==> src/design/websocket_frame_deframer_defines.svh <==
// ---------------------------------------------------------------------------
// websocket_frame_deframer_defines
// Assertion macros used by the deframer parser module (wsd_parse).
// ---------------------------------------------------------------------------
`ifndef WEBSOCKET_FRAME_DEFRAMER_DEFINES_SVH
`define WEBSOCKET_FRAME_DEFRAMER_DEFINES_SVH

// same-cycle implication, clocked on i_clk, idle in reset
`define WSD_ASSERT_NOW(lbl, ante, cons) \
    lbl: assert property (@(posedge i_clk) disable iff (!i_rst_n) (ante) |-> (cons)) \
        else $error("wsd assertion failed");

// next-cycle implication
`define WSD_ASSERT_NEXT(lbl, ante, cons) \
    lbl: assert property (@(posedge i_clk) disable iff (!i_rst_n) (ante) |=> (cons)) \
        else $error("wsd assertion failed");

`endif

==> src/design/wsd_pkg.sv <==
// ---------------------------------------------------------------------------
// wsd_pkg
// Types and constants of the frame deframer.
// ---------------------------------------------------------------------------
`timescale 1ns / 1ps

package wsd_pkg;

    localparam int LEN_W   = 64;
    localparam int BYTE_W  = 8;
    localparam int TDATA_W = 88;

    localparam logic [6:0] LEN16_CODE = 7'd126;
    localparam logic [6:0] LEN64_CODE = 7'd127;
    localparam logic [2:0] EXT16_CNT  = 3'd1;
    localparam logic [2:0] EXT64_CNT  = 3'd7;
    localparam logic [1:0] KEY_LAST   = 2'd3;

    localparam logic KIND_HDR  = 1'b0;
    localparam logic KIND_DATA = 1'b1;

    typedef enum logic [4:0] {
        PH_B0   = 5'b00001,
        PH_B1   = 5'b00010,
        PH_EXT  = 5'b00100,
        PH_KEY  = 5'b01000,
        PH_DATA = 5'b10000
    } t_phase;

    typedef struct packed {
        logic              kind;
        logic              fin;
        logic [2:0]        rsv;
        logic [3:0]        opcode;
        logic              masked;
        logic [LEN_W-1:0]  payload_len;
        logic [BYTE_W-1:0] data_byte;
        logic              last;
    } t_result;

endpackage

==> src/design/wsd_in_reg.sv <==
// ---------------------------------------------------------------------------
// wsd_in_reg
// Input register: holds one received byte until the parser takes it.
// ---------------------------------------------------------------------------
`timescale 1ns / 1ps

module wsd_in_reg (
    input  logic                      i_clk,
    input  logic                      i_rst_n,
    input  logic                      i_s_valid,
    output logic                      o_s_ready,
    input  logic [wsd_pkg::BYTE_W-1:0] i_s_byte,
    input  logic                      i_take,
    output logic                      o_valid,
    output logic [wsd_pkg::BYTE_W-1:0] o_byte
);

    logic                       r_valid;
    logic                       n_valid;
    logic [wsd_pkg::BYTE_W-1:0] r_byte;
    logic                       w_load;

    assign o_s_ready = !r_valid || i_take;
    assign w_load    = i_s_valid && o_s_ready;
    assign n_valid   = w_load || (r_valid && !i_take);

    always_ff @(posedge i_clk) begin
        if (!i_rst_n) begin
            r_valid <= 1'b0;
        end else begin
            r_valid <= n_valid;
        end
    end

    always_ff @(posedge i_clk) begin
        if (w_load) begin
            r_byte <= i_s_byte;
        end
    end

    assign o_valid = r_valid;
    assign o_byte  = r_byte;

endmodule

==> src/design/wsd_parse.sv <==
// ---------------------------------------------------------------------------
// wsd_parse
// Header parser and payload unmasker; one byte per taken beat.
// ---------------------------------------------------------------------------
`timescale 1ns / 1ps
`include "websocket_frame_deframer_defines.svh"

module wsd_parse (
    input  logic                       i_clk,
    input  logic                       i_rst_n,
    input  logic                       i_valid,
    input  logic [wsd_pkg::BYTE_W-1:0] i_byte,
    input  logic                       i_room,
    output logic                       o_take,
    output logic                       o_res_valid,
    output wsd_pkg::t_result           o_res
);

    wsd_pkg::t_phase           r_phase,  n_phase;
    logic [2:0]                r_ext,    n_ext;
    logic [1:0]                r_kcnt,   n_kcnt;
    logic                      r_fin,    n_fin;
    logic [2:0]                r_rsv,    n_rsv;
    logic [3:0]                r_opc,    n_opc;
    logic                      r_masked, n_masked;
    logic [wsd_pkg::LEN_W-1:0] r_len,    n_len;
    logic [31:0]               r_key,    n_key;
    logic [wsd_pkg::LEN_W-1:0] r_rem,    n_rem;
    logic [1:0]                r_kidx,   n_kidx;

    logic                       w_hdr_done;
    logic                       w_res_valid;
    logic [wsd_pkg::LEN_W-1:0]  w_rem_dec;
    logic [wsd_pkg::BYTE_W-1:0] w_kb;
    logic                       w_last;
    logic [6:0]                 w_len7;
    wsd_pkg::t_result           w_res;

    always_comb begin
        n_phase     = r_phase;
        n_ext       = r_ext;
        n_kcnt      = r_kcnt;
        n_fin       = r_fin;
        n_rsv       = r_rsv;
        n_opc       = r_opc;
        n_masked    = r_masked;
        n_len       = r_len;
        n_key       = r_key;
        n_rem       = r_rem;
        n_kidx      = r_kidx;
        w_hdr_done  = 1'b0;
        w_res_valid = 1'b0;
        w_res       = '0;
        w_len7      = i_byte[6:0];
        w_rem_dec   = r_rem - {{(wsd_pkg::LEN_W-1){1'b0}}, 1'b1};
        w_kb        = r_masked ? r_key[{~r_kidx, 3'b000} +: 8] : '0;
        w_last      = 1'b0;

        case (r_phase)
            wsd_pkg::PH_B1: begin
                n_masked = i_byte[7];
                n_kcnt   = '0;
                n_key    = '0;
                if (w_len7 == wsd_pkg::LEN16_CODE) begin
                    n_len   = '0;
                    n_ext   = wsd_pkg::EXT16_CNT;
                    n_phase = wsd_pkg::PH_EXT;
                end else if (w_len7 == wsd_pkg::LEN64_CODE) begin
                    n_len   = '0;
                    n_ext   = wsd_pkg::EXT64_CNT;
                    n_phase = wsd_pkg::PH_EXT;
                end else begin
                    n_len = {{(wsd_pkg::LEN_W-7){1'b0}}, w_len7};
                    if (i_byte[7]) begin
                        n_phase = wsd_pkg::PH_KEY;
                    end else begin
                        w_hdr_done = 1'b1;
                    end
                end
            end
            wsd_pkg::PH_EXT: begin
                n_len = {r_len[wsd_pkg::LEN_W-9:0], i_byte};
                if (r_ext != 3'd0) begin
                    n_ext = r_ext - 3'd1;
                end else if (r_masked) begin
                    n_phase = wsd_pkg::PH_KEY;
                end else begin
                    w_hdr_done = 1'b1;
                end
            end
            wsd_pkg::PH_KEY: begin
                n_key = {r_key[23:0], i_byte};
                if (r_kcnt != wsd_pkg::KEY_LAST) begin
                    n_kcnt = r_kcnt + 2'd1;
                end else begin
                    n_kcnt     = '0;
                    w_hdr_done = 1'b1;
                end
            end
            wsd_pkg::PH_DATA: begin
                n_kidx = r_kidx + 2'd1;
                n_rem  = w_rem_dec;
                w_last = (w_rem_dec == '0);
                if (w_last) begin
                    n_phase = wsd_pkg::PH_B0;
                end
                w_res_valid       = 1'b1;
                w_res.kind        = wsd_pkg::KIND_DATA;
                w_res.fin         = r_fin;
                w_res.rsv         = r_rsv;
                w_res.opcode      = r_opc;
                w_res.masked      = r_masked;
                w_res.payload_len = r_len;
                w_res.data_byte   = i_byte ^ w_kb;
                w_res.last        = w_last;
            end
            default: begin
                n_fin   = i_byte[7];
                n_rsv   = i_byte[6:4];
                n_opc   = i_byte[3:0];
                n_phase = wsd_pkg::PH_B1;
            end
        endcase

        if (w_hdr_done) begin
            n_rem             = n_len;
            n_kidx            = '0;
            n_phase           = (n_len == '0) ? wsd_pkg::PH_B0 : wsd_pkg::PH_DATA;
            w_res_valid       = 1'b1;
            w_res.kind        = wsd_pkg::KIND_HDR;
            w_res.fin         = n_fin;
            w_res.rsv         = n_rsv;
            w_res.opcode      = n_opc;
            w_res.masked      = n_masked;
            w_res.payload_len = n_len;
            w_res.data_byte   = '0;
            w_res.last        = (n_len == '0);
        end
    end

    assign o_take      = i_valid && (i_room || !w_res_valid);
    assign o_res_valid = o_take && w_res_valid;
    assign o_res       = w_res;

    always_ff @(posedge i_clk) begin
        if (!i_rst_n) begin
            r_phase  <= wsd_pkg::PH_B0;
            r_ext    <= '0;
            r_kcnt   <= '0;
            r_fin    <= 1'b0;
            r_rsv    <= '0;
            r_opc    <= '0;
            r_masked <= 1'b0;
            r_len    <= '0;
            r_key    <= '0;
            r_rem    <= '0;
            r_kidx   <= '0;
        end else if (o_take) begin
            r_phase  <= n_phase;
            r_ext    <= n_ext;
            r_kcnt   <= n_kcnt;
            r_fin    <= n_fin;
            r_rsv    <= n_rsv;
            r_opc    <= n_opc;
            r_masked <= n_masked;
            r_len    <= n_len;
            r_key    <= n_key;
            r_rem    <= n_rem;
            r_kidx   <= n_kidx;
        end
    end

    `WSD_ASSERT_NEXT(a_last_rearms, o_res_valid && o_res.last, r_phase == wsd_pkg::PH_B0)
    `WSD_ASSERT_NEXT(a_hdr_to_data, o_res_valid && (o_res.kind == wsd_pkg::KIND_HDR) && !o_res.last, r_phase == wsd_pkg::PH_DATA && r_kidx == 2'd0)
    `WSD_ASSERT_NOW(a_hdr_no_data, o_res_valid && (o_res.kind == wsd_pkg::KIND_HDR), o_res.data_byte == '0)
    `WSD_ASSERT_NOW(a_data_phase, o_res_valid && (o_res.kind == wsd_pkg::KIND_DATA), r_phase == wsd_pkg::PH_DATA)

endmodule

==> src/design/wsd_out_reg.sv <==
// ---------------------------------------------------------------------------
// wsd_out_reg
// Result register: holds one result beat for the downstream side.
// ---------------------------------------------------------------------------
`timescale 1ns / 1ps

module wsd_out_reg (
    input  logic                        i_clk,
    input  logic                        i_rst_n,
    input  logic                        i_load,
    input  wsd_pkg::t_result            i_res,
    output logic                        o_room,
    output logic                        o_m_tvalid,
    input  logic                        i_m_tready,
    output logic [wsd_pkg::TDATA_W-1:0] o_m_tdata,
    output logic                        o_m_tuser,
    output logic                        o_m_tlast
);

    logic             r_valid;
    logic             n_valid;
    wsd_pkg::t_result r_res;

    assign o_room  = !r_valid || i_m_tready;
    assign n_valid = i_load || (r_valid && !i_m_tready);

    always_ff @(posedge i_clk) begin
        if (!i_rst_n) begin
            r_valid <= 1'b0;
        end else begin
            r_valid <= n_valid;
        end
    end

    always_ff @(posedge i_clk) begin
        if (i_load) begin
            r_res <= i_res;
        end
    end

    assign o_m_tvalid = r_valid;
    assign o_m_tuser  = r_res.kind;
    assign o_m_tlast  = r_res.last;
    assign o_m_tdata  = {7'd0, r_res.data_byte, r_res.payload_len, r_res.masked,
                         r_res.opcode, r_res.rsv, r_res.fin};

endmodule

==> src/design/websocket_frame_deframer.sv <==
// ---------------------------------------------------------------------------
// websocket_frame_deframer
// Frame header parser and payload unmasker for a received byte stream.
// ---------------------------------------------------------------------------
//  channel  dir  beat contents
//  s_axis   in   tdata[7:0] in_byte
//  m_axis   out  tdata: fin, rsv, opcode, masked, payload_len, data_byte;
//                tuser: kind; tlast: last
//
//  One byte per cycle sustained while m_axis does not stall; an input beat
//  passes the input register, then the parser, into the result register.
//  Header bytes before the last one give no result beat.
//  Synchronous active-low reset returns the parser to the first header byte.
//  A stalled m_axis still passes header bytes that give no result; s_axis
//  stalls once a result-making byte waits in the input register.
// ---------------------------------------------------------------------------
`timescale 1ns / 1ps

module websocket_frame_deframer (
    input  logic                        i_clk,
    input  logic                        i_rst_n,
    input  logic                        i_s_axis_tvalid,
    output logic                        o_s_axis_tready,
    input  logic [7:0]                  i_s_axis_tdata,   // [7:0] in_byte
    output logic                        o_m_axis_tvalid,
    input  logic                        i_m_axis_tready,
    // [0] fin, [3:1] rsv, [7:4] opcode, [8] masked, [72:9] payload_len,
    // [80:73] data_byte, [87:81] zero
    output logic [wsd_pkg::TDATA_W-1:0] o_m_axis_tdata,
    output logic                        o_m_axis_tuser,   // [0] kind
    output logic                        o_m_axis_tlast
);

    logic                       w_in_valid;
    logic [wsd_pkg::BYTE_W-1:0] w_in_byte;
    logic                       w_take;
    logic                       w_room;
    logic                       w_res_valid;
    wsd_pkg::t_result           w_res;

    wsd_in_reg u_in (
        .i_clk     (i_clk),
        .i_rst_n   (i_rst_n),
        .i_s_valid (i_s_axis_tvalid),
        .o_s_ready (o_s_axis_tready),
        .i_s_byte  (i_s_axis_tdata),
        .i_take    (w_take),
        .o_valid   (w_in_valid),
        .o_byte    (w_in_byte)
    );

    wsd_parse u_parse (
        .i_clk       (i_clk),
        .i_rst_n     (i_rst_n),
        .i_valid     (w_in_valid),
        .i_byte      (w_in_byte),
        .i_room      (w_room),
        .o_take      (w_take),
        .o_res_valid (w_res_valid),
        .o_res       (w_res)
    );

    wsd_out_reg u_out (
        .i_clk      (i_clk),
        .i_rst_n    (i_rst_n),
        .i_load     (w_res_valid),
        .i_res      (w_res),
        .o_room     (w_room),
        .o_m_tvalid (o_m_axis_tvalid),
        .i_m_tready (i_m_axis_tready),
        .o_m_tdata  (o_m_axis_tdata),
        .o_m_tuser  (o_m_axis_tuser),
        .o_m_tlast  (o_m_axis_tlast)
    );

endmodule
==> config.mk <==
export PLATFORM = sky130hd
export DESIGN_NAME = websocket_frame_deframer
export DESIGN_NICKNAME = d
export VERILOG_FILES = /design/src/design/wsd_pkg.sv /design/src/design/wsd_in_reg.sv /design/src/design/wsd_parse.sv /design/src/design/wsd_out_reg.sv /design/src/design/websocket_frame_deframer.sv
export VERILOG_INCLUDE_DIRS = /design/src /design/src/design
export SDC_FILE = /design/constraint.sdc
export NUM_CORES = 1
export LEC_CHECK = 0
export BUFFER_PORTS_ARGS = -buffer_cell sky130_fd_sc_hd__buf_2
export CAP_MARGIN = 0
export CORE_ASPECT_RATIO = 1.4
export CORE_UTILIZATION = 40
export DETAILED_ROUTE_END_ITERATION = 8
export PLACE_DENSITY = 0.61
export SLEW_MARGIN = 30
export SYNTH_ARGS = -nofsm -noshare
export SYNTH_HDL_FRONTEND = slang
export SYNTH_SLANG_ARGS = --single-unit
==> constraint.sdc <==
create_clock -name i_clk -period 3.8 [get_ports i_clk]
set_input_delay 0.95 -clock i_clk [delete_from_list [all_inputs] [get_ports i_clk]]
set_output_delay 0.95 -clock i_clk [all_outputs]
set_load 0.02 [all_outputs]
==> impl_metrics.yaml <==
outcome:
  status: "finished, final reports clean"
clock_network:
  path_clk_slew_ps: 60
  clockRootBuffer: "clkbuf_16"
  numCtsBuffers: 28
  htree_levels: 1
  clock_sinks: 274
  cts_tree: "built"
  clock_latency_ps: 570
  cts_hold_buf: 0
  clk_path_buf_depth: 3
synth:
  yosys.area.top_type: "dfxtp_1"
  synth_async_sr_flop_share: 0
  synth.top_cell.area_share: 0.262
  syn-cell-area_sq_mm: 0.0140
  yosys.cell_types.count: 69
  synth.avg_cell_area_sq_um: 8.98
  syn_inst: 1554
  synth_area_leaders: "dfxtp_1 26%, edfxtp_1 20%, a22oi_1 5.8%"
  ys.flop_type: "dfxtp_1"
  ys_warn_count: 0
  yosysSeqAreaShare: 0.458
  yosys_register_bits: 274
  synth-edff-count: 91
timing:
  setup_viol: 0
  period_needed_ps: 3580
  finClkSkew_ps: 23.8
  tightest_slew_ps: 885
  rsz0062_at_grt: "no"
  finalHoldViolCount: 0
  fmax_mhz: 279
  slew_headroom: 0.408
  finalSetupTns_ps: 0
  finalCritPeriodShare: 0.943
  drv_slew: 0
worst_setup_path:
  required_ps: 4300
  rrSetupSlack_ps: 220
  worstRegToRegCells: 10
  cp-start-kind: "register"
  worst_ep_arrival_time_ps: 4080
  critPathKind: "reg2reg"
  cp-startpoint: "u_parse.r_rem[9]$_SDFFE_PN0P_"
  rr_endpoint: "u_parse.r_phase[4]$_SDFFE_PN0P_"
  cp-end-kind: "register"
  r2r_start: "u_parse.r_rem[9]$_SDFFE_PN0P_"
  cp_max_fo: 7
power_and_ir_drop:
  irDropWorstVdd_mv: 0.372
  internal_power_mw: 4.87
  seq_power_share: 0.479
  leakage_nw: 6.33
  swShare: 0.257
  p_comb_frac: 0.098
  p_per_area_mw_per_mm2: 409
  clockPowerShare: 0.422
  switchingPower_mw: 1.68
routing:
  ant_nets: 0
  initialDrtViolationCount: 1148
  viasPerCell: 5.99
  wire_per_inst_um: 22.4
  wl_um: 47000
  drc: 0
  vias: 12560
  drt_pass1_iterations: 5
hold_path:
  hp-class: "reg2reg"
  holdPathStages: 2
  hold_end: "u_parse.r_phase[4]$_SDFFE_PN0P_"
  hold_path_startpoint: "u_parse.r_phase[4]$_SDFFE_PN0P_"
finish:
  fin_util: 0.469
  fin_nets: 1640
  final_cell_mix: "183 x dfxtp_1, 157 x nand2_1, 132 x nor2_1, 116 x o21ai_0, 107 x a22oi_1"
  final_common_cell: "dfxtp_1"
  fin_cells: 2096
  n_antenna_cell: 0
  final_layout_size_suffix_gt1_frac: 0.154
  syn2layout_area_growth_pct: 14.9
  fillers: 3308
floorplanning:
  die_area_sq_mm: 0.0357
  core_sq_mm: 0.0342
  fp.dieW_um: 160
  num_rows: 80
  initial_utilization: 0.408
  io-pin-count: 104
  die_y_um: 223
place:
  dp_hpwl_um: 32900
  globalplace.congestion: 0.948
  place_inst: 2044
  io_buffers: 96
grt:
  grt_max_degree: 118
  grt_overflow: 0
  grt_antenna_before_repair: 1
  grt_pass1_vias: 11927
  grt_pass1_wl_um: 72100
  track_usage: 0.261
flow_run:
  max_cap_viol_count: 0
sequential cells by signal (all words and copies together) (netlist names):
register,cells
u_in.o_byte,8
u_in.o_valid,1
u_out.o_m_tdata,81
u_out.o_m_tlast,1
u_out.o_m_tuser,1
u_out.o_m_tvalid,1
u_parse.r_ext,3
u_parse.r_fin,1
u_parse.r_kcnt,2
u_parse.r_key,32
u_parse.r_kidx,2
u_parse.r_len,64
u_parse.r_masked,1
u_parse.r_opc,4
u_parse.r_phase,5
u_parse.r_rem,64
u_parse.r_rsv,3
worst max-delay path, cell delays in order (launching register included):
cell,delay [ps]
dfxtp_1,370
nor4_1,520
nand4_1,330
or4_1,700
nor4_2,340
xnor2_1,160
nand3_1,120
nor4_1,280
nand4_1,240
a21oi_1,240
mux2i_1,200
how the worst max path moves through the flow:
stage,end,slack (ps)
after floorplan,u_parse.r_rem[10]$_SDFFE_PN0P_,250
after global placement,u_parse.r_phase[4]$_SDFFE_PN0P_,160
after detailed placement,u_parse.r_phase[4]$_SDFFE_PN0P_,120
after CTS,o_s_axis_tready,50
after global routing,u_parse.r_phase[4]$_SDFFE_PN0P_,30
final,u_parse.r_phase[4]$_SDFFE_PN0P_,220
logic make-up (layout without fill, tap and decap cells):
| kind of cell | count (synthesis) | after routing | share of synthesized area |
|---|---|---|---|
| simple gates | 622 | 622 | 0.228 |
| compound gates | 443 | 443 | 0.219 |
| flops | 274 | 274 | 0.458 |
| buf+inv | 150 | 235 | 0.0438 |
| xor+xnor | 39 | 39 | 0.0245 |
| mux | 20 | 20 | 0.0216 |
| fa+ha+maj | 5 | 5 | 0.00448 |
| other cells | 1 | 7 | 0.000269 |
Yosys cell counts, drive strengths merged, types with 6 or more instances:
cell type and n:
dfxtp 183, nand2 159, nor2 134, o21ai 119
clkbuf 108, a22oi 107, edfxtp 91, nor2b 90
a21oi 51, nor4 49, nor3 44, o211a 35
a22o 33, nand3 31, buf 27, a21boi 26
and2 22, xnor2 21, nor3b 20, nand4 18
xor2 18, a21o 17, inv 14, or4 12
mux2i 11, or3 9, mux4 8, o22ai 8
a31oi 7, and3 7, nor4b 7, o221a 6
or2 6
cell type report:
| class | count | area [sq um] | area share |
|---|---|---|---|
| Timing Repair Buffer | 168 | 1100 | 0.0685 |
| Clock buffer | 36 | 762 | 0.0475 |
| Sequential cell | 274 | 6400 | 0.399 |
| Inverter | 15 | 58.8 | 0.00367 |
| Multi-Input combinational cell | 1136 | 7020 | 0.438 |
| Tap cell | 451 | 564 | 0.0352 |
| Clock inverter | 16 | 139 | 0.00866 |
routing by layer:
layer	wire [um]	global-route usage	vias to the layer above	share of wire
met3	2430	0.0277	109	0.052
met2	23200	0.449	481	0.49
met4	2060	0.114	2	0.044
met5	13	0	-	0.00028
met1	19300	0.331	6122	0.41
li1	-	-	5846	-
repair_timing:
item,4_1_cts,5_1_grt
setup endpoints to repair,0,3
setup buffers,0,0
resized for setup,0,3
power groups by stage:
stage	sequential [mW]	combinational [mW]	clock [mW]
5_1_grt	3.14	0.696	2.91
6_report	3.14	0.645	2.77
3_5_place_dp	3.20	0.629	0
3_3_place_gp	3.20	0.625	0
2_1_floorplan	3.17	0.429	0
4_1_cts	3.14	0.633	2.81
through the flow:
step | instance area [sq um] | worst slack [ps] | power [mW] | hold slack [ps]
6_report | 16000 | 216 | 6.55 | 510
5_1_grt | 16000 | 33.5 | 6.75 | 540
4_1_cts | 16000 | 48.0 | 6.58 | 497
3_5_place_dp | 15100 | 119 | 3.83 | 485
3_3_place_gp | 15100 | 158 | 3.82 | 475
2_1_floorplan | 14000 | 251 | 3.60 | 461
No activity file was read; power rests on OpenSTA's default activity.
